### config.mk
export PLATFORM = sky130hd
export DESIGN_NAME = paged_seven_segment_scanner
export DESIGN_NICKNAME = d
export VERILOG_FILES = /design/src/sv/pss_pkg.sv /design/src/sv/pss_page_pick.sv /design/src/sv/paged_seven_segment_scanner.sv
export VERILOG_INCLUDE_DIRS = /design/src /design/src/sv
export SDC_FILE = /design/constraint.sdc
export NUM_CORES = 1
export LEC_CHECK = 0
export ABC_CLOCK_PERIOD_IN_PS = 3700
export BUFFER_PORTS_ARGS = -buffer_cell sky130_fd_sc_hd__buf_2
export CORE_AREA = 2 2 138 140
export CTS_CLUSTER_SIZE = 10
export DETAILED_ROUTE_END_ITERATION = 8
export DIE_AREA = 0 0 140 142
export HOLD_SLACK_MARGIN = 0.03
export PLACE_DENSITY_LB_ADDON = 0.3
export SLEW_MARGIN = 15
export SYNTH_ARGS = -nofsm -noshare
export SYNTH_HDL_FRONTEND = slang
export SYNTH_SLANG_ARGS = --single-unit
### constraint.sdc
create_clock -name i_clk -period 3.7 [get_ports i_clk]
set_input_delay 0.37 -clock i_clk [delete_from_list [all_inputs] [get_ports i_clk]]
set_output_delay 0.37 -clock i_clk [all_outputs]
set_load 0.02 [all_outputs]
### src/sv/paged_seven_segment_scanner_macros.svh
// Assertion macros used by the scanner top level.
`ifndef PAGED_SEVEN_SEGMENT_SCANNER_MACROS_SVH
`define PAGED_SEVEN_SEGMENT_SCANNER_MACROS_SVH

// Same-cycle implication, checked on every rising clock edge outside reset.
`define PSS_ASSERT_IMPL(label, ante, cons) \
    label: assert property (@(posedge i_clk) disable iff (!i_rst_n) (ante) |-> (cons)) \
        else $error("scanner check failed");

// Next-cycle implication, checked on every rising clock edge outside reset.
`define PSS_ASSERT_NEXT(label, ante, cons) \
    label: assert property (@(posedge i_clk) disable iff (!i_rst_n) (ante) |=> (cons)) \
        else $error("scanner check failed");

`endif

### src/sv/pss_pkg.sv
// Types, constants and lookup functions of the paged seven-segment scanner.
`timescale 1ns / 1ps
`default_nettype none
package pss_pkg;

    typedef enum logic [1:0] {
        REQ_REFRESH = 2'd0,
        REQ_LOAD    = 2'd1,
        REQ_FORCE   = 2'd2,
        REQ_NEXT    = 2'd3
    } t_req;

    localparam logic [3:0] GLYPH_BLANK     = 4'd12;
    localparam logic [3:0] GLYPH_A         = 4'd10;
    localparam logic [3:0] GLYPH_U         = 4'd11;
    localparam logic [3:0] MASK_RESET      = 4'd3;
    localparam logic [3:0] SELECT_NONE     = 4'hF;
    localparam logic       REG_PAGE_ENABLE = 1'b0;

    typedef struct packed {
        logic       cur_on;
        logic       found;
        logic [1:0] next_page;
    } t_pick;

    typedef struct packed {
        logic       ok;
        logic       drive_valid;
        logic [3:0] digit_select_n;
        logic       dp_on;
        logic [6:0] segments;
    } t_result;

    function automatic logic [6:0] glyph_segments(input logic [3:0] glyph);
        logic [6:0] seg;
        unique case (glyph)
            4'd0:    seg = 7'h3F;
            4'd1:    seg = 7'h06;
            4'd2:    seg = 7'h5B;
            4'd3:    seg = 7'h4F;
            4'd4:    seg = 7'h66;
            4'd5:    seg = 7'h6D;
            4'd6:    seg = 7'h7D;
            4'd7:    seg = 7'h07;
            4'd8:    seg = 7'h7F;
            4'd9:    seg = 7'h6F;
            4'd10:   seg = 7'h77;
            4'd11:   seg = 7'h3E;
            default: seg = 7'h00;
        endcase
        return seg;
    endfunction

    function automatic logic [3:0] char_to_glyph(input logic [7:0] c);
        logic [3:0] g;
        priority if (c >= 8'h30 && c <= 8'h39) begin
            g = 4'(c - 8'h30);
        end else if (c == 8'h41) begin
            g = GLYPH_A;
        end else if (c == 8'h55) begin
            g = GLYPH_U;
        end else begin
            g = GLYPH_BLANK;
        end
        return g;
    endfunction

endpackage
`default_nettype wire

### src/sv/pss_page_pick.sv
// Enabled-page check and next-enabled-page search for the scanner.
`timescale 1ns / 1ps
`default_nettype none
module pss_page_pick
    import pss_pkg::*;
#(
    parameter int PAGES = 4
) (
    input  wire logic [3:0] i_mask,
    input  wire logic [3:0] i_page,
    output t_pick           o_pick
);

    logic [3:0] w_en;
    logic       w_found_hi;
    logic [1:0] w_page_hi;
    logic       w_found_lo;
    logic [1:0] w_page_lo;

    // Only pages 0 to 3 carry an enable bit.
    always_comb begin
        for (int q = 0; q < 4; q++) begin
            w_en[q] = i_mask[q] && (q < PAGES);
        end
    end

    // The search wraps: the first enabled page above the current one wins,
    // otherwise the lowest enabled page, which may be the current one.
    always_comb begin
        w_found_hi = 1'b0;
        w_page_hi  = 2'd0;
        w_found_lo = 1'b0;
        w_page_lo  = 2'd0;
        for (int q = 3; q >= 0; q--) begin
            if (w_en[q] && (4'(q) > i_page)) begin
                w_found_hi = 1'b1;
                w_page_hi  = 2'(q);
            end
            if (w_en[q]) begin
                w_found_lo = 1'b1;
                w_page_lo  = 2'(q);
            end
        end
        o_pick.cur_on    = (i_page < 4'd4) && w_en[i_page[1:0]];
        o_pick.found     = w_found_lo;
        o_pick.next_page = w_found_hi ? w_page_hi : w_page_lo;
    end

endmodule
`default_nettype wire

### src/sv/paged_seven_segment_scanner.sv
// Top level of the paged seven-segment scanner with stream and register ports.
//
//  Port group   Dir  Content
//  s_axis       in   requests: refresh, load message, force page, next page
//  m_axis       out  one result beat per request
//  APB          in   page_enable_mask at byte address 0
//
// One request is taken every cycle while no skid beat is held; its result is
// registered at the accepting edge and offered on m_axis next cycle unless it stalls.
// All work is a single combinational pass from the input beat and the page state into
// the output or skid register, so the rate is one beat per cycle without a skid beat.
// A skid register takes one more beat while the output stalls; s_axis_tready then stays
// low until the cycle after the output takes the skid beat.
// Reset is synchronous; it blanks all glyphs, clears points and the scan pointer.
`timescale 1ns / 1ps
`default_nettype none
module paged_seven_segment_scanner
    import pss_pkg::*;
#(
    parameter int PAGES  = 4,
    parameter int DIGITS = 4
) (
    input  wire logic        i_clk,
    input  wire logic        i_rst_n,
    input  wire logic        s_axis_tvalid,
    output logic             s_axis_tready,
    // page[3:0], char_0[11:4], char_1[19:12], char_2[27:20], char_3[35:28],
    // dp_position[43:36], zero[47:44]
    input  wire logic [47:0] s_axis_tdata,
    // req_type[1:0]
    input  wire logic [1:0]  s_axis_tuser,
    output logic             m_axis_tvalid,
    input  wire logic        m_axis_tready,
    // segments[6:0], dp_on[7], digit_select_n[11:8], ok[12], zero[15:13]
    output logic [15:0]      m_axis_tdata,
    // drive_valid[0]
    output logic [0:0]       m_axis_tuser,
    input  wire logic        psel,
    input  wire logic        penable,
    input  wire logic        pwrite,
    input  wire logic [2:0]  paddr,
    input  wire logic [31:0] pwdata,
    output logic [31:0]      prdata,
    output logic             pready
);

    localparam int PW = (PAGES > 1) ? $clog2(PAGES) : 1;
    localparam int CW = (DIGITS > 1) ? $clog2(DIGITS) : 1;

    logic [3:0]    r_mask;
    logic [PW-1:0] r_page;
    logic [CW-1:0] r_col;
    logic [3:0]    r_glyph [PAGES][DIGITS];
    logic [2:0]    r_dp [PAGES];
    logic          r_out_valid;
    t_result       r_out;
    logic          r_skid_valid;
    t_result       r_skid;

    logic [PW-1:0] n_page;
    logic [CW-1:0] n_col;
    t_result       n_res;

    t_req          w_req;
    logic [PW-1:0] w_in_page;
    logic [7:0]    w_char [4];
    logic [7:0]    w_dpp;
    logic          w_in_fire;
    logic          w_out_fire;
    logic          w_load;
    t_pick         w_cur_pick;
    t_pick         w_in_pick;
    logic [PW-1:0] w_show_page;
    logic [3:0]    w_glyph;

    assign w_req = t_req'(s_axis_tuser);
    assign w_dpp = s_axis_tdata[43:36];
    always_comb begin
        for (int d = 0; d < 4; d++) begin
            w_char[d] = s_axis_tdata[4 + 8*d +: 8];
        end
    end

    // A page number at or above the page count addresses page 0.
    assign w_in_page = ({1'b0, s_axis_tdata[3:0]} < 5'(PAGES)) ? PW'(s_axis_tdata[3:0])
                                                                 : '0;

    assign s_axis_tready = !r_skid_valid;
    assign w_in_fire     = s_axis_tvalid && s_axis_tready;
    assign w_out_fire    = r_out_valid && m_axis_tready;
    assign w_load        = w_in_fire && (w_req == REQ_LOAD);

    pss_page_pick #(.PAGES(PAGES)) u_cur_pick (
        .i_mask (r_mask),
        .i_page (4'(r_page)),
        .o_pick (w_cur_pick)
    );

    pss_page_pick #(.PAGES(PAGES)) u_in_pick (
        .i_mask (r_mask),
        .i_page (4'(w_in_page)),
        .o_pick (w_in_pick)
    );

    assign w_show_page = w_cur_pick.cur_on ? r_page : PW'(w_cur_pick.next_page);
    assign w_glyph     = w_cur_pick.cur_on ? r_glyph[w_show_page][r_col]
                                           : r_glyph[w_show_page][0];

    always_comb begin
        n_page               = r_page;
        n_col                = r_col;
        n_res.segments       = '0;
        n_res.dp_on          = 1'b0;
        n_res.digit_select_n = SELECT_NONE;
        n_res.drive_valid    = 1'b0;
        n_res.ok             = 1'b0;
        unique case (w_req)
            REQ_REFRESH: begin
                n_res.drive_valid = 1'b1;
                if (w_cur_pick.cur_on || w_cur_pick.found) begin
                    n_res.segments = glyph_segments(w_glyph);
                    if (w_cur_pick.cur_on) begin
                        n_res.dp_on = (r_dp[w_show_page] == 3'(r_col) + 3'd1);
                        n_res.digit_select_n = ~(4'd1 << r_col);
                    end else begin
                        n_res.dp_on = (r_dp[w_show_page] == 3'd1);
                        n_res.digit_select_n = ~4'd1;
                    end
                    n_page = w_show_page;
                    if (!w_cur_pick.cur_on || (32'(r_col) + 1 >= DIGITS)) begin
                        n_col = w_cur_pick.cur_on ? '0 : CW'(1 % DIGITS);
                    end else begin
                        n_col = r_col + CW'(1);
                    end
                end
            end
            REQ_LOAD: begin
                n_res.ok = 1'b1;
            end
            REQ_FORCE: begin
                if (w_in_pick.cur_on) begin
                    n_page   = w_in_page;
                    n_col    = '0;
                    n_res.ok = 1'b1;
                end
            end
            REQ_NEXT: begin
                if (w_cur_pick.found) begin
                    n_page   = PW'(w_cur_pick.next_page);
                    n_col    = '0;
                    n_res.ok = 1'b1;
                end
            end
            default: begin
                n_res.ok = 1'b0;
            end
        endcase
    end

    always_ff @(posedge i_clk) begin
        if (!i_rst_n) begin
            r_page <= '0;
            r_col  <= '0;
        end else if (w_in_fire) begin
            r_page <= n_page;
            r_col  <= n_col;
        end
    end

    always_ff @(posedge i_clk) begin
        if (!i_rst_n) begin
            for (int p = 0; p < PAGES; p++) begin
                r_dp[p] <= '0;
                for (int d = 0; d < DIGITS; d++) begin
                    r_glyph[p][d] <= GLYPH_BLANK;
                end
            end
        end else if (w_load) begin
            for (int d = 0; d < DIGITS; d++) begin
                r_glyph[w_in_page][d] <= char_to_glyph(w_char[d]);
            end
            r_dp[w_in_page] <= (w_dpp <= 8'(DIGITS)) ? w_dpp[2:0] : 3'd0;
        end
    end

    always_ff @(posedge i_clk) begin
        if (!i_rst_n) begin
            r_out_valid  <= 1'b0;
            r_skid_valid <= 1'b0;
        end else if (w_out_fire || !r_out_valid) begin
            if (r_skid_valid) begin
                r_out        <= r_skid;
                r_skid_valid <= 1'b0;
            end else begin
                r_out_valid <= w_in_fire;
                r_out       <= n_res;
            end
        end else if (w_in_fire) begin
            r_skid       <= n_res;
            r_skid_valid <= 1'b1;
        end
    end

    assign m_axis_tvalid = r_out_valid;
    assign m_axis_tdata  = {3'b000, r_out.ok, r_out.digit_select_n, r_out.dp_on,
                            r_out.segments};
    assign m_axis_tuser  = r_out.drive_valid;

    always_ff @(posedge i_clk) begin
        if (!i_rst_n) begin
            r_mask <= MASK_RESET;
        end else if (psel && penable && pwrite && (paddr[2] == REG_PAGE_ENABLE)) begin
            r_mask <= pwdata[3:0];
        end
    end

    assign pready = 1'b1;
    assign prdata = (paddr[2] == REG_PAGE_ENABLE) ? {28'd0, r_mask} : 32'd0;

`include "paged_seven_segment_scanner_macros.svh"

    `PSS_ASSERT_IMPL(a_skid_behind_out, r_skid_valid, r_out_valid)
    `PSS_ASSERT_IMPL(a_col_in_range, 1'b1, 32'(r_col) < DIGITS)
    `PSS_ASSERT_IMPL(a_drive_no_ok, r_out_valid && r_out.drive_valid, !r_out.ok)
    `PSS_ASSERT_IMPL(a_cmd_blank, r_out_valid && !r_out.drive_valid,
                     r_out.digit_select_n == SELECT_NONE && r_out.segments == 7'd0)
    `PSS_ASSERT_IMPL(a_one_digit, r_out_valid && r_out.digit_select_n != SELECT_NONE,
                     $onehot(~r_out.digit_select_n))
    `PSS_ASSERT_NEXT(a_stall_holds_skid, r_skid_valid && !m_axis_tready, r_skid_valid)

endmodule
`default_nettype wire
Word level (Yosys, flattened, before mapping)
Memory sizes are Yosys's and may differ from the RTL's. Index checks and enable logic that the tools add are counted. Widths: inputs -> output; s select.

Equal/unequal tests: 16. Add/sub/neg operators: 7. Shift operators: 1. Reduce and logical (&&, ||, !) cells: 31. $lt $le $gt $ge: 20. Bitwise operators: 6. Mux-type cells: 76.

Operator list (number): $eq 8x7->1 const B (8); $mux 4 (16); $mux 2 (20); $ge 8x6->1 const B (4); $le 8x6->1 const B (4); $mux 3 (10); $mux 1 (19); $logic_and 1x1->1 (16); $mux 16 (1); $reduce_or 16->1 (1); $sub 4x1->4 const B (4); $mux 14 (1); $mux 13 (1); $lt 2x3->1 const B (4); $mux 12 (1); $pmux 2 s3 (2); $bmux 4 s2 (1); $le 8x3->1 const B (1); $add 2x1->3 const B (2); $ge 3x3->1 const B (2); $mux 5 (1); $reduce_and 5->1 (1); $bmux 1 s2 (2); $eq 2x2->1 const B (2); 22 further kinds (33).

RAM bits: 76. Memories kept: 3. Output and inout bits: 52. Input port bits: 92. Memory bits (read-only): 112. Register bits after elaboration: 38. Logic and storage cells: 175.

Memories: (no name shown) (depth 16, bits a word 7, read ports 1, clocked after Yosys merged registers in 0, wr ports 0, line pss_pkg.sv:36) `unique case (glyph)`; r_glyph (depth 4, bits a word 16, read ports 1, clocked after Yosys merged registers in 0, wr ports 4, line paged_seven_segment_scanner.sv:53) `logic [3:0] r_glyph [PAGES][DIGITS];`; r_dp (depth 4, bits a word 3, read ports 1, clocked after Yosys merged registers in 0, wr ports 4, line paged_seven_segment_scanner.sv:54) `logic [2:0] r_dp [PAGES];`.

Longest topological paths before layout
Gate-level depths: netlist of run 1. An unclocked memory read counts as a cell.

Depth in word-level cells: 17. Mapped depth: 17. Mapped depth without buffers: 14.

By module
A second synthesis of run 1 with hierarchy kept.

Cell total of the unflattened synthesis: 541. Area total of the unflattened synthesis: 6195.9 um2.

Modules (own cells, without submodules): paged_seven_segment_scanner (area each 5963.2 um2, times used 1, seq. area each 3323.2 um2, cells each 507); pss_page_pick (area each 116.4 um2, times used 2, seq. area each 0.0 um2, cells each 17).

Least setup slack after synthesis of run 1
No wires, ideal clock.

Kind: reg-to-reg. Start: register r_page[1]. End: register r_out, in the netlist m_axis_tdata[3], data pin. Cell stages (with the launch flop): 17. Slack: 0.433 ns. Setup time: 0.262 ns. Data required time: 3.438 ns. Path buffers: 3. Arrival: 3.005 ns. Clock period less this slack: 3.267 ns. Cell sequence: dfxtp_1 buf_6 and2_1 o211a_1 nor2_2 buf_4 buf_4 nand2_1 and3_1 a31oi_1 o22ai_1 a22o_1 or2_2 ha_1 o21ai_0 a31oi_1 o21ai_0.

Longest elaborated chain between the ends: 17. Elaborated cells on any way between the ends: 32. Classes of those cells: order compare (5); mux (19); reduce/logical (6); memory (2).

RTL lines: from (decl) (line paged_seven_segment_scanner.sv:51) `logic [PW-1:0] r_page;`; from (signal assigned) (line paged_seven_segment_scanner.sv:165) `r_page <= n_page;`; $gt 2x2->1 (line pss_page_pick.sv:35) `if (w_en[q] && (4'(q) > i_page)) begin`; $logic_and 1x1->1 (line pss_page_pick.sv:35); $mux 2 / $mux 1 (equally long branches) (4 in a row) (line pss_page_pick.sv:35); $mux 2 (line pss_page_pick.sv:46) `o_pick.next_page = w_found_hi ? w_page_hi : w_page_lo;`; $mux 2 (line paged_seven_segment_scanner.sv:105) `assign w_show_page = w_cur_pick.cur_on ? r_page : PW'(w_cur_pick.next_page);`; $mem_v2 4x16; $bmux 4 s2 (line paged_seven_segment_scanner.sv:106) `assign w_glyph = w_cur_pick.cur_on ? r_glyph[w_show_page][r_col]`; $mux 4 (not written as such) (2 in a row) (line paged_seven_segment_scanner.sv:106); $mux 4 (line paged_seven_segment_scanner.sv:106); $mem_v2 16x7; $mux 12 (*) (line paged_seven_segment_scanner.sv:120) `if (w_cur_pick.cur_on || w_cur_pick.found) begin`; $mux 13 (*) (line paged_seven_segment_scanner.sv:117) `unique case (w_req)`; $mux 14 (*) (line paged_seven_segment_scanner.sv:191) `if (r_skid_valid) begin`; to (signal assigned) (line paged_seven_segment_scanner.sv:192) `r_out <= r_skid;`; to (signal assigned) (line paged_seven_segment_scanner.sv:196) `r_out <= n_res;`; to (decl) (line paged_seven_segment_scanner.sv:56) `t_result r_out;`.

Every way passes the cells marked *; elsewhere a longest branch is shown, timed or not. The select of a mux whose other input is x is not followed. A chain may end at the register's enable or synchronous reset.

Worst setup path in the final report of run 1
Start: register r_mask[0]. End: register r_out, in the netlist m_axis_tdata[0], data pin.

Longest elaborated chain between the ends: 13. Elaborated cells on any way between the ends: 20. Classes of those cells: mux (15); reduce/logical (3); memory (2).

RTL lines: from (decl) (line paged_seven_segment_scanner.sv:50) `logic [3:0] r_mask;`; from (signal assigned) (line paged_seven_segment_scanner.sv:213) `r_mask <= pwdata[3:0];`; $bmux 1 s2 / $logic_and 1x1->1 (equally long branches) (line pss_page_pick.sv:44, pss_page_pick.sv:35); $mux 1 (not written as such) (tied with other cells) (line pss_page_pick.sv:44) `o_pick.cur_on = (i_page < 4'd4) && w_en[i_page[1:0]];`; $logic_and 1x1->1 / $mux 2 (equally long branches) (line pss_page_pick.sv:44, pss_page_pick.sv:46); $mux 2 (line paged_seven_segment_scanner.sv:105); $mem_v2 4x16; $bmux 4 s2 (line paged_seven_segment_scanner.sv:106); $mux 4 (not written as such) (2 in a row) (line paged_seven_segment_scanner.sv:106); $mux 4 (line paged_seven_segment_scanner.sv:106); $mem_v2 16x7; $mux 12 (*) (line paged_seven_segment_scanner.sv:120); $mux 13 (*) (line paged_seven_segment_scanner.sv:117); $mux 14 (*) (line paged_seven_segment_scanner.sv:191).

Marked as above.

==> impl_metrics.csv, run 1 <==
group,metric,value,unit
global_route,antenna_found_initial,0,
synthesis,yosys_most_used_dff,"edfxtp_1",
setup_path,cpPeakStageDelay,490,ps
clock_tree,cts-root-buf,"clkbuf_16",
detailed_routing,drc,6,
finish,synthToLayoutAreaGrowth,18.4,%
synthesis,synth-edff-count,104,
sta,fin_crit,3490,ps
sta,finalMaxSlewViolations,0,
synthesis,synth_cell_types,70,
sta,fin_crit_sh,94.4,%
finish,layout_common_cells,"104 x edfxtp_1, 101 x nand2_1, 77 x buf_2",
clock_tree,cts_sinks,114,
setup_path,path_cells,"mux2i_1 > or2_4 > and3_1 > and3_1 > a31oi_1 > buf_4 > o22ai_1 > a22o_1 > or2_2 > inv_1 > ha_1 > nand3_1 > a31oi_1 > o21ai_0",
placement,place_congestion,0.797,
sta,finalSetupViolCount,0,
power_and_ir_drop,powerDensity,475,nW/µm²
global_route,grt_overflow,0,
clock_tree,cts_max_path_buffers,2,
sta,hold_viol,0,
setup_path,cp.arrival,3650,ps
clock_tree,cts_resized,0,
outcome,status,"finished with violations",
clock_tree,hold_buffers,0,
detailed_routing,drt-initial-drc-count,323,
power_and_ir_drop,p_leak,2.86,nW
finish,layout_commonest_cell,"edfxtp_1",
detailed_routing,firstDrtPassIters,7,
global_route,grt_pass1_vias,4424,
outcome,violations,"DRC",
setup_path,cp.required,3860,ps
setup_path,cp-end-kind,"flop",
global_route,grt_first_pass_wirelength,23600,µm
floorplan,die_w,140,µm
finish,diodes,0,
sta,worst_slew_pin_slew,1010,ps
detailed_routing,drt-total-wl,14800,µm
sta,rsz0062_at_grt,"false",
global_route,grt_start_max_net_pins,20,
placement,dp_hpwl,10700,µm
clock_tree,cts_tree,"yes",
detailed_routing,vias,4732,
setup_path,worst_path_dominant_cell_family,"simple AND/OR/NAND/NOR gates",
finish,drive_gt1_share,21.4,%
floorplan,placement_rows,50,
setup_path,path_class,"flop to flop",
clock_tree,clk_latency,420,ps
sta,maxSlewHeadroom,32.1,%
floorplan,die_area,19900,µm²
power_and_ir_drop,peakVddDrop,0.292,mV
floorplan,dieHeight,142,µm
synthesis,ys_warn_count,0,
finish,layout.nets,813,
synthesis,async_reset_ff_share,0,%
synthesis,syn_area,6300,µm²
setup_path,startpoint_type,"flop",
detailed_routing,via_per_inst,4.94,
synthesis,syn_avg_cell_area,10.2,µm²
clock_tree,htree_levels,4,
floorplan,floorplan.initialDensity,34.1,%
placement,port_buffers,77,
sta,tns,0,ps
sta,max_freq,286,MHz
clock_tree,cts_buffers,17,
setup_path,crit_buf_inv,2,
sta,finClkSkew,7.11,ps
synthesis,syn_inst,618,
setup_path,worstPathMaxFanout,11,
detailed_routing,final_antenna_net_count,0,
hold_path,hold_class,"input pin to flop",
clock_tree,post_cts_buffers,0,
detailed_routing,detail_route.wl_per_cell,15.5,µm
floorplan,ios,144,
synthesis,ys_seq_area_share,52.7,%
synthesis,synth-seq-cells,114,
global_route,grt_use_total,15.5,%
job,maxCapViolations,0,
floorplan,core,18500,µm²
power_and_ir_drop,total_power,0.00355,W
clock_tree,clkTransAtPathRegs,50,ps
setup_path,slowest_stage,"dfxtp_1",
-- metrics by stage --
step           utilization, %  std cells  instance area [µm²]  setup slack (ps)  hold WS [ps]
5_1_grt                  40.4        957                 7460              3.01           197
3_3_place_gp             37.3        925                 6890               220           509
3_5_place_dp             37.3        925                 6890               230           512
4_1_cts                  40.4        957                 7460               221           172
2_1_floorplan               -        648                 6410               433           486
6_report                 40.4        957                 7460               206           185
-- path summary, 6_finish.rpt --
kind / cells after the start / endpoint / slack, ps / start
max reg2reg: 14 / m_axis_tdata[0] / 210 / r_mask[0]
min: 3 / r_mask[0] / 190 / pwdata[0]
max: 14 / m_axis_tdata[0] / 210 / r_mask[0]
min reg2reg: 2 / r_skid_valid / 520 / m_axis_tvalid
-- sequential cells by signal, summed over array words and instances, names as in the netlist --
signal,count
r_glyph,64
r_skid,14
m_axis_tdata,13
r_dp,12
r_mask,4
r_col,2
r_page,2
m_axis_tuser,1
m_axis_tvalid,1
r_skid_valid,1
-- cells in the mapped netlist (all sizes together) (11+ instances only) --
library cell  instances  area share (%)
nand2               102             6.1
and3                 11             1.1
nor2                 76             4.6
mux2i                19             3.0
clkbuf               15            0.89
buf                  43             5.1
o21ai                30             2.4
edfxtp              104              50
ha                   11             2.2
inv                  22             1.3
nand3                23             2.0
-- routing by layer --
layer | up-vias | global-route usage [%] | wire (µm) | share of wire, %
li1 | 2355 | - | - | -
met1 | 2231 | 19.7 | 6830 | 46
met2 | 131 | 25.7 | 7040 | 48
met3 | 15 | 4.58 | 746 | 5.0
met4 | 0 | 4.47 | 184 | 1.2
met5 | - | 0 | 0 | 0
-- layout make-up --
type,instances,area (µm²)
Clock buffer,18,429
Clock inverter,14,139
Fill cell,1804,11000
Inverter,22,82.6
Multi-Input combinational cell,454,2630
Sequential cell,114,3320
Tap cell,234,293
Timing Repair Buffer,101,566
-- cells by family (layout without fill, tap and decap cells) --
kind of cell / after synthesis / after routing / synth area share [%]
flops: 114 / 114 / 52.7
simple gates: 269 / 269 / 19.9
buf+inv: 80 / 155 / 7.35
fa+ha+maj: 11 / 11 / 2.18
xor+xnor: 5 / 5 / 0.695
compound gates: 108 / 108 / 11.9
other cells: 2 / 32 / 0.119
mux: 29 / 29 / 5.16
-- where the power goes --
| group | internal (W) | switching [W] |
|---|---|---|
| Clock | 0.000984 | 0.000592 |
| Combinational | 0.000181 | 0.000292 |
| Sequential | 0.00147 | 0.0000248 |
| Total | 0.00264 | 0.000910 |
-- worst min-delay path: stages --
cell and delay [ps]:
buf_2 70, o21ai_0 70, nand2_1 60
Note: power is estimated with default switching activity, not from simulation.
==> run 2, diff against run 1 <==
CELL_PAD_IN_SITES_DETAIL_PLACEMENT = 0   (was default)
CELL_PAD_IN_SITES_GLOBAL_PLACEMENT = 1   (was default)
==> run 2 against run 1 <==
  * The flow still finishes with violations (DRC)
  * Count of clock-buffer cells in the layout stayed put
  * Die area stayed put
  * Final cell count is 0.42% lower
  * Non-clock buffer count is 4 lower
  * Sequential share of layout area hardly changed
  * Maximum frequency is 0.61% lower
  * First-iteration DRC count is 25% higher
  * Total power is 1.3% higher
  * Via count is 2.9% higher
  * Utilization hardly changed
  * Worst setup slack worse by 21 ps
  * Critical path type unchanged
  * Critical endpoint is now m_axis_tdata[3]
  * Highest routed layer unchanged
==> impl_metrics.csv, run 2 (synthesis gave the netlist of run 1 again) <==
group,metric,value,unit
setup_path,startpoint_type,"flop",
finish,diodes,0,
setup_path,worstPathMaxFanout,10,
power_and_ir_drop,p_comb_share,13.2,%
setup_path,startpoint,"r_page[1]",
sta,rsz0062_at_grt,"false",
global_route,antenna_found_initial,0,
finish,regMostFlops,"r_glyph",
detailed_routing,final_antenna_net_count,0,
global_route,grt_use_total,16.4,%
job,maxCapViolations,0,
power_and_ir_drop,p_sw,0.000896,W
sta,maxSlewHeadroom,24.4,%
detailed_routing,detail_route.wl_per_cell,16.5,µm
floorplan,die_w,140,µm
setup_path,cp.required,3850,ps
finish,layout_common_cells,"104 x edfxtp_1, 101 x nand2_1, 77 x buf_2",
placement,dp_hpwl,11600,µm
floorplan,floorplan.initialDensity,34.1,%
global_route,grt_overflow,0,
sta,finalSetupViolCount,0,
floorplan,core,18500,µm²
setup_path,path_class,"flop to flop",
sta,worst_slew_pin_slew,1120,ps
sta,fin_crit,3520,ps
outcome,violations,"DRC",
setup_path,worstSetupEndpoint,"m_axis_tdata[3]",
power_and_ir_drop,sw_frac_of_total,24.9,%
detailed_routing,via_per_inst,5.11,
power_and_ir_drop,internal-power,0.00270,W
detailed_routing,drt-total-wl,15700,µm
finish,layout_commonest_cell,"edfxtp_1",
finish,layout.nets,809,
sta,tns,0,ps
detailed_routing,drt-initial-drc-count,403,
power_and_ir_drop,powerDensity,481,nW/µm²
power_and_ir_drop,p_leak,2.84,nW
sta,max_freq,284,MHz
finish,largest_reg_flops,64,
outcome,status,"finished with violations",
floorplan,dieHeight,142,µm
power_and_ir_drop,power_frac_clock,45.2,%
placement,place_area,6860,µm²
power_and_ir_drop,share_seq_of_total_power,41.6,%
placement,place_congestion,0.813,
clock_tree,clkTransAtPathRegs,50,ps
detailed_routing,vias,4869,
setup_path,r2r-end,"m_axis_tdata[3]",
clock_tree,cts_sinks,114,
setup_path,path_cells,"mux2i_1 > or2_4 > and3_1 > and3_1 > a31oi_1 > o22ai_1 > a22o_1 > or2_2 > inv_1 > ha_1 > nand3_1 > a31oi_1 > o21ai_0",
sta,finClkSkew,7.64,ps
power_and_ir_drop,peakVddDrop,0.303,mV
clock_tree,htree_levels,4,
setup_path,cp-end-kind,"flop",
sta,hold_viol,0,
floorplan,placement_rows,50,
sta,fin_crit_sh,95.0,%
clock_tree,clk_latency,410,ps
setup_path,cpPeakStageDelay,470,ps
clock_tree,cts_buffers,17,
setup_path,slowest_stage,"dfxtp_1",
detailed_routing,drc,8,
clock_tree,cts-root-buf,"clkbuf_16",
power_and_ir_drop,total_power,0.00359,W
finish,drive_gt1_share,21.1,%
finish,synthToLayoutAreaGrowth,18.5,%
hold_path,hold_class,"input pin to flop",
setup_path,rr_startpoint,"r_page[1]",
global_route,grt_start_max_net_pins,20,
setup_path,rrSetupSlack,180,ps
clock_tree,cts_tree,"yes",
clock_tree,cts_max_path_buffers,2,
placement,port_buffers,77,
finish,num-fill-cells,1808,
floorplan,ios,144,
global_route,grt_first_pass_wirelength,24900,µm
sta,finalMaxSlewViolations,0,
setup_path,rr_worst_depth,13,
global_route,grt_pass1_vias,4715,
floorplan,die_area,19900,µm²
detailed_routing,firstDrtPassIters,7,
setup_path,cp.arrival,3660,ps
finish,design_area,7470,µm²
## run 2: cell types whose count changed in the layout (fill, tap and decap cells not counted)
cell        delta
buf_4          -4
bufinv_16      +1
clkinv_1       -1
clkinv_2       -1
clkinvlp_4     +3
inv_6          -2
nor2_2         -1
nor2_4         +1
## run 2: worst min path at each step
stage / from / end / slack, ps / cells after the start
after global routing: pwdata[0] / r_mask[0] / 210 / 3
after global placement: m_axis_tvalid / r_skid_valid / 490 / 2
after CTS: pwdata[0] / r_mask[0] / 180 / 3
after detailed placement: r_skid[2] / m_axis_tdata[2] / 510 / 2
final: pwdata[0] / r_mask[0] / 190 / 3
after floorplan: s_axis_tvalid / r_skid_valid / 490 / 2
## run 2: critical path, delay by kind of cell (launching register included)
kind / cells / cell delay, ps
and+or+nand+nor: 5 / 1270
AOI/OAI and AO/OA: 5 / 1060
DFF: 1 / 470
adders and majority gates: 1 / 190
muxes: 1 / 150
buffers and inverters: 1 / 100
## run 2: layout make-up
class	count	area, µm²	area share [%]
flip-flops and latches	114	3320	44.5
multi-input cells	454	2640	35.3
well taps	234	293	3.92
clock buffers	18	429	5.75
clock inverters	14	165	2.21
inverters	22	82.6	1.11
repair buffers	97	536	7.17
## run 2: power by group through the flow
stage | registers, W | logic (W) | clock network [W]
after floorplan | 0.00153 | 0.000339 | 0
after global placement | 0.00152 | 0.000461 | 0
after detailed placement | 0.00152 | 0.000469 | 0
after CTS | 0.00150 | 0.000471 | 0.00165
after global routing | 0.00150 | 0.000523 | 0.00171
final | 0.00150 | 0.000474 | 0.00162
## run 2: per-stage QoR
step	hold slack [ps]	setup slack (ps)	utilization (%)	cells
finish	194	185	40.5	953
global route	205	2.95	40.5	953
CTS	182	228	40.4	953
detailed placement	512	250	37.2	921
global placement	493	258	37.2	921
floorplan	486	433	-	648
## run 2: layer usage
layer	routed length, µm	track usage, %
met1	6640	19.5
met2	7960	29.1
met3	857	3.80
met4	285	5.95
met5	0	0
## run 2: repair_timing
item / in CTS / in global routing
hold buffers: 0 / 0
setup buffers: 0 / 0
resized for setup: 0 / 1
setup endpoints to repair: 0 / 1
==> run 3, diff against run 2 <==
GPL_TIMING_DRIVEN = 0   (was default)
==> run 3 against run 2 <==
  * The flow still finishes with violations (DRC)
  * Clock power decreased by 9.9%
  * Via count increased by 0.64%
  * Hold slack got worse by 2.0 ps
  * Design area increased by 3.7%
  * First-iteration DRC count fell by 36%
  * Combinational power rose by 11%
  * Non-clock buffer count is 40 higher
  * Utilization up 1.5 points
  * Die area unchanged
  * Wire length is 3.4% higher
  * Critical path type unchanged
  * Largest cell class unchanged
==> impl_metrics.csv, run 3 (synthesis gave the netlist of run 1 again) <==
group,metric,value,unit
setup_path,startpoint_type,"flop",
clock_tree,cts-root-buf,"clkbuf_16",
outcome,status,"finished with violations",
global_route,grt_pass1_vias,4838,
placement,place_congestion,0.843,
setup_path,cp.required,3860,ps
detailed_routing,route.met2.wl,8220,µm
finish,drive_gt1_share,24.9,%
finish,layout_commonest_cell,"edfxtp_1",
hold_path,hold_class,"input pin to flop",
sta,finalMaxSlewViolations,0,
setup_path,cp.arrival,3600,ps
sta,fin_crit_sh,93.0,%
power_and_ir_drop,p_leak,3.00,nW
clock_tree,cts_sinks,114,
detailed_routing,drt-total-wl,16300,µm
detailed_routing,detail_route.wl_per_cell,16.4,µm
sta,fin_crit,3440,ps
global_route,grt_first_pass_wirelength,25700,µm
floorplan,die_area,19900,µm²
setup_path,path_class,"flop to flop",
sta,finClkSkew,11.8,ps
clock_tree,cts_tree,"yes",
finish,layout_common_cells,"104 x edfxtp_1, 101 x nand2_1, 79 x buf_2",
power_and_ir_drop,powerDensity,449,nW/µm²
floorplan,placement_rows,50,
clock_tree,clk_latency,420,ps
setup_path,cp-end-kind,"flop",
global_route,grt_start_max_net_pins,17,
placement,dp_hpwl,11700,µm
clock_tree,cts_buffers,17,
detailed_routing,firstDrtPassIters,7,
clock_tree,clkTransAtPathRegs,50,ps
global_route,grt_overflow,0,
floorplan,core,18500,µm²
global_route,grt_use_total,16.8,%
detailed_routing,dr.max_layer_used,"met4",
floorplan,die_w,140,µm
sta,hold_slack,192,ps
placement,port_buffers,76,
outcome,violations,"DRC",
finish,diodes,0,
floorplan,ios,144,
sta,hold_viol,0,
power_and_ir_drop,peakVddDrop,0.341,mV
detailed_routing,drt-initial-drc-count,259,
clock_tree,hold_buffers,0,
detailed_routing,vias,4900,
sta,finalSetupViolCount,0,
finish,final_cell_count_no_fill,992,
detailed_routing,wl_met3,713,µm
job,maxCapViolations,0,
detailed_routing,drc,8,
global_route,antenna_found_initial,0,
sta,rsz0062_at_grt,"false",
detailed_routing,final_antenna_net_count,0,
finish,synthToLayoutAreaGrowth,22.9,%
placement,placed_cells,960,
detailed_routing,wl_met1,7000,µm
setup_path,worstPathMaxFanout,10,
detailed_routing,via_per_inst,4.94,
finish,layout.nets,849,
floorplan,dieHeight,142,µm
clock_tree,htree_levels,4,
sta,maxSlewHeadroom,38.2,%
sta,worst_slew_pin_slew,925,ps
clock_tree,cts_max_path_buffers,2,
floorplan,floorplan.initialDensity,34.1,%
finish,largest_reg_flops,64,
sta,max_freq,291,MHz
finish,regMostFlops,"r_glyph",
[run 3: cell types whose count changed in the layout (fill, tap and decap cells not counted), moves of 3 or more]
cell      change
a31oi_1       -4
buf_4        +18
a31oi_2       +4
buf_6         +3
clkbuf_1     +14
[run 3: layout make-up]
class	instances	area, µm²
buffer	55	387
clock buffer	19	433
clock inverter	12	93.8
fill	1757	10700
inverter	22	82.6
multi-input combinational	454	2700
sequential	114	3320
tap	234	293
timing repair buffer	82	429
[run 3: timing repair]
action	in CTS	in global routing
pin swaps	2	2
buffers inserted	3	1
resized for setup	6	17
endpoints found under the setup margin	13	8
[run 3: path summary, 6_finish.rpt]
kind / startpoint / end / slack [ps] / depth (start not counted)
setup / recovery: r_mask[1] / m_axis_tdata[3] / 260 / 17
hold / removal: s_axis_tvalid / r_skid_valid / 190 / 3
setup reg to reg: r_mask[1] / m_axis_tdata[3] / 260 / 17
hold reg to reg: m_axis_tvalid / m_axis_tvalid / 520 / 2
[run 3: critical path: stages, from the launching register on]
cell and delay [ps]:
dfxtp_1 290, buf_2 180, nand2b_1 200, o211a_1 260, nor2_4 130, buf_12 160
buf_6 150, nand2_1 60, and3_1 180, a31oi_2 180, o22ai_1 110, a22o_1 250
or2_4 260, inv_1 90, ha_1 210, nand3_2 110, a31oi_2 230, o21ai_0 110
[run 3: metrics by stage]
stage | instance area [µm²] | total power, W | setup slack [ps] | TNS, ps | util [%]
after floorplan | 6410 | 0.00187 | 433 | 0 | -
after global placement | 7090 | 0.00201 | -245 | -3080 | 38.4
after detailed placement | 7110 | 0.00202 | -314 | -2430 | 38.5
after CTS | 7670 | 0.00347 | 7.54 | 0 | 41.6
after global routing | 7740 | 0.00361 | 32.6 | 0 | 42.0
final | 7740 | 0.00348 | 258 | 0 | 42.0
[run 3: per-layer routing]
metal	vias up	GRT usage, %
met5	-	0
met4	0	6.43
met3	27	4.17
met2	116	29.9
met1	2333	19.7
li1	2424	-
[run 3: power breakdown]
group	total (W)	switching, W	internal [W]
clock network	0.00146	0.000556	0.000903
logic	0.000528	0.000322	0.000206
registers	0.00149	0.0000194	0.00147
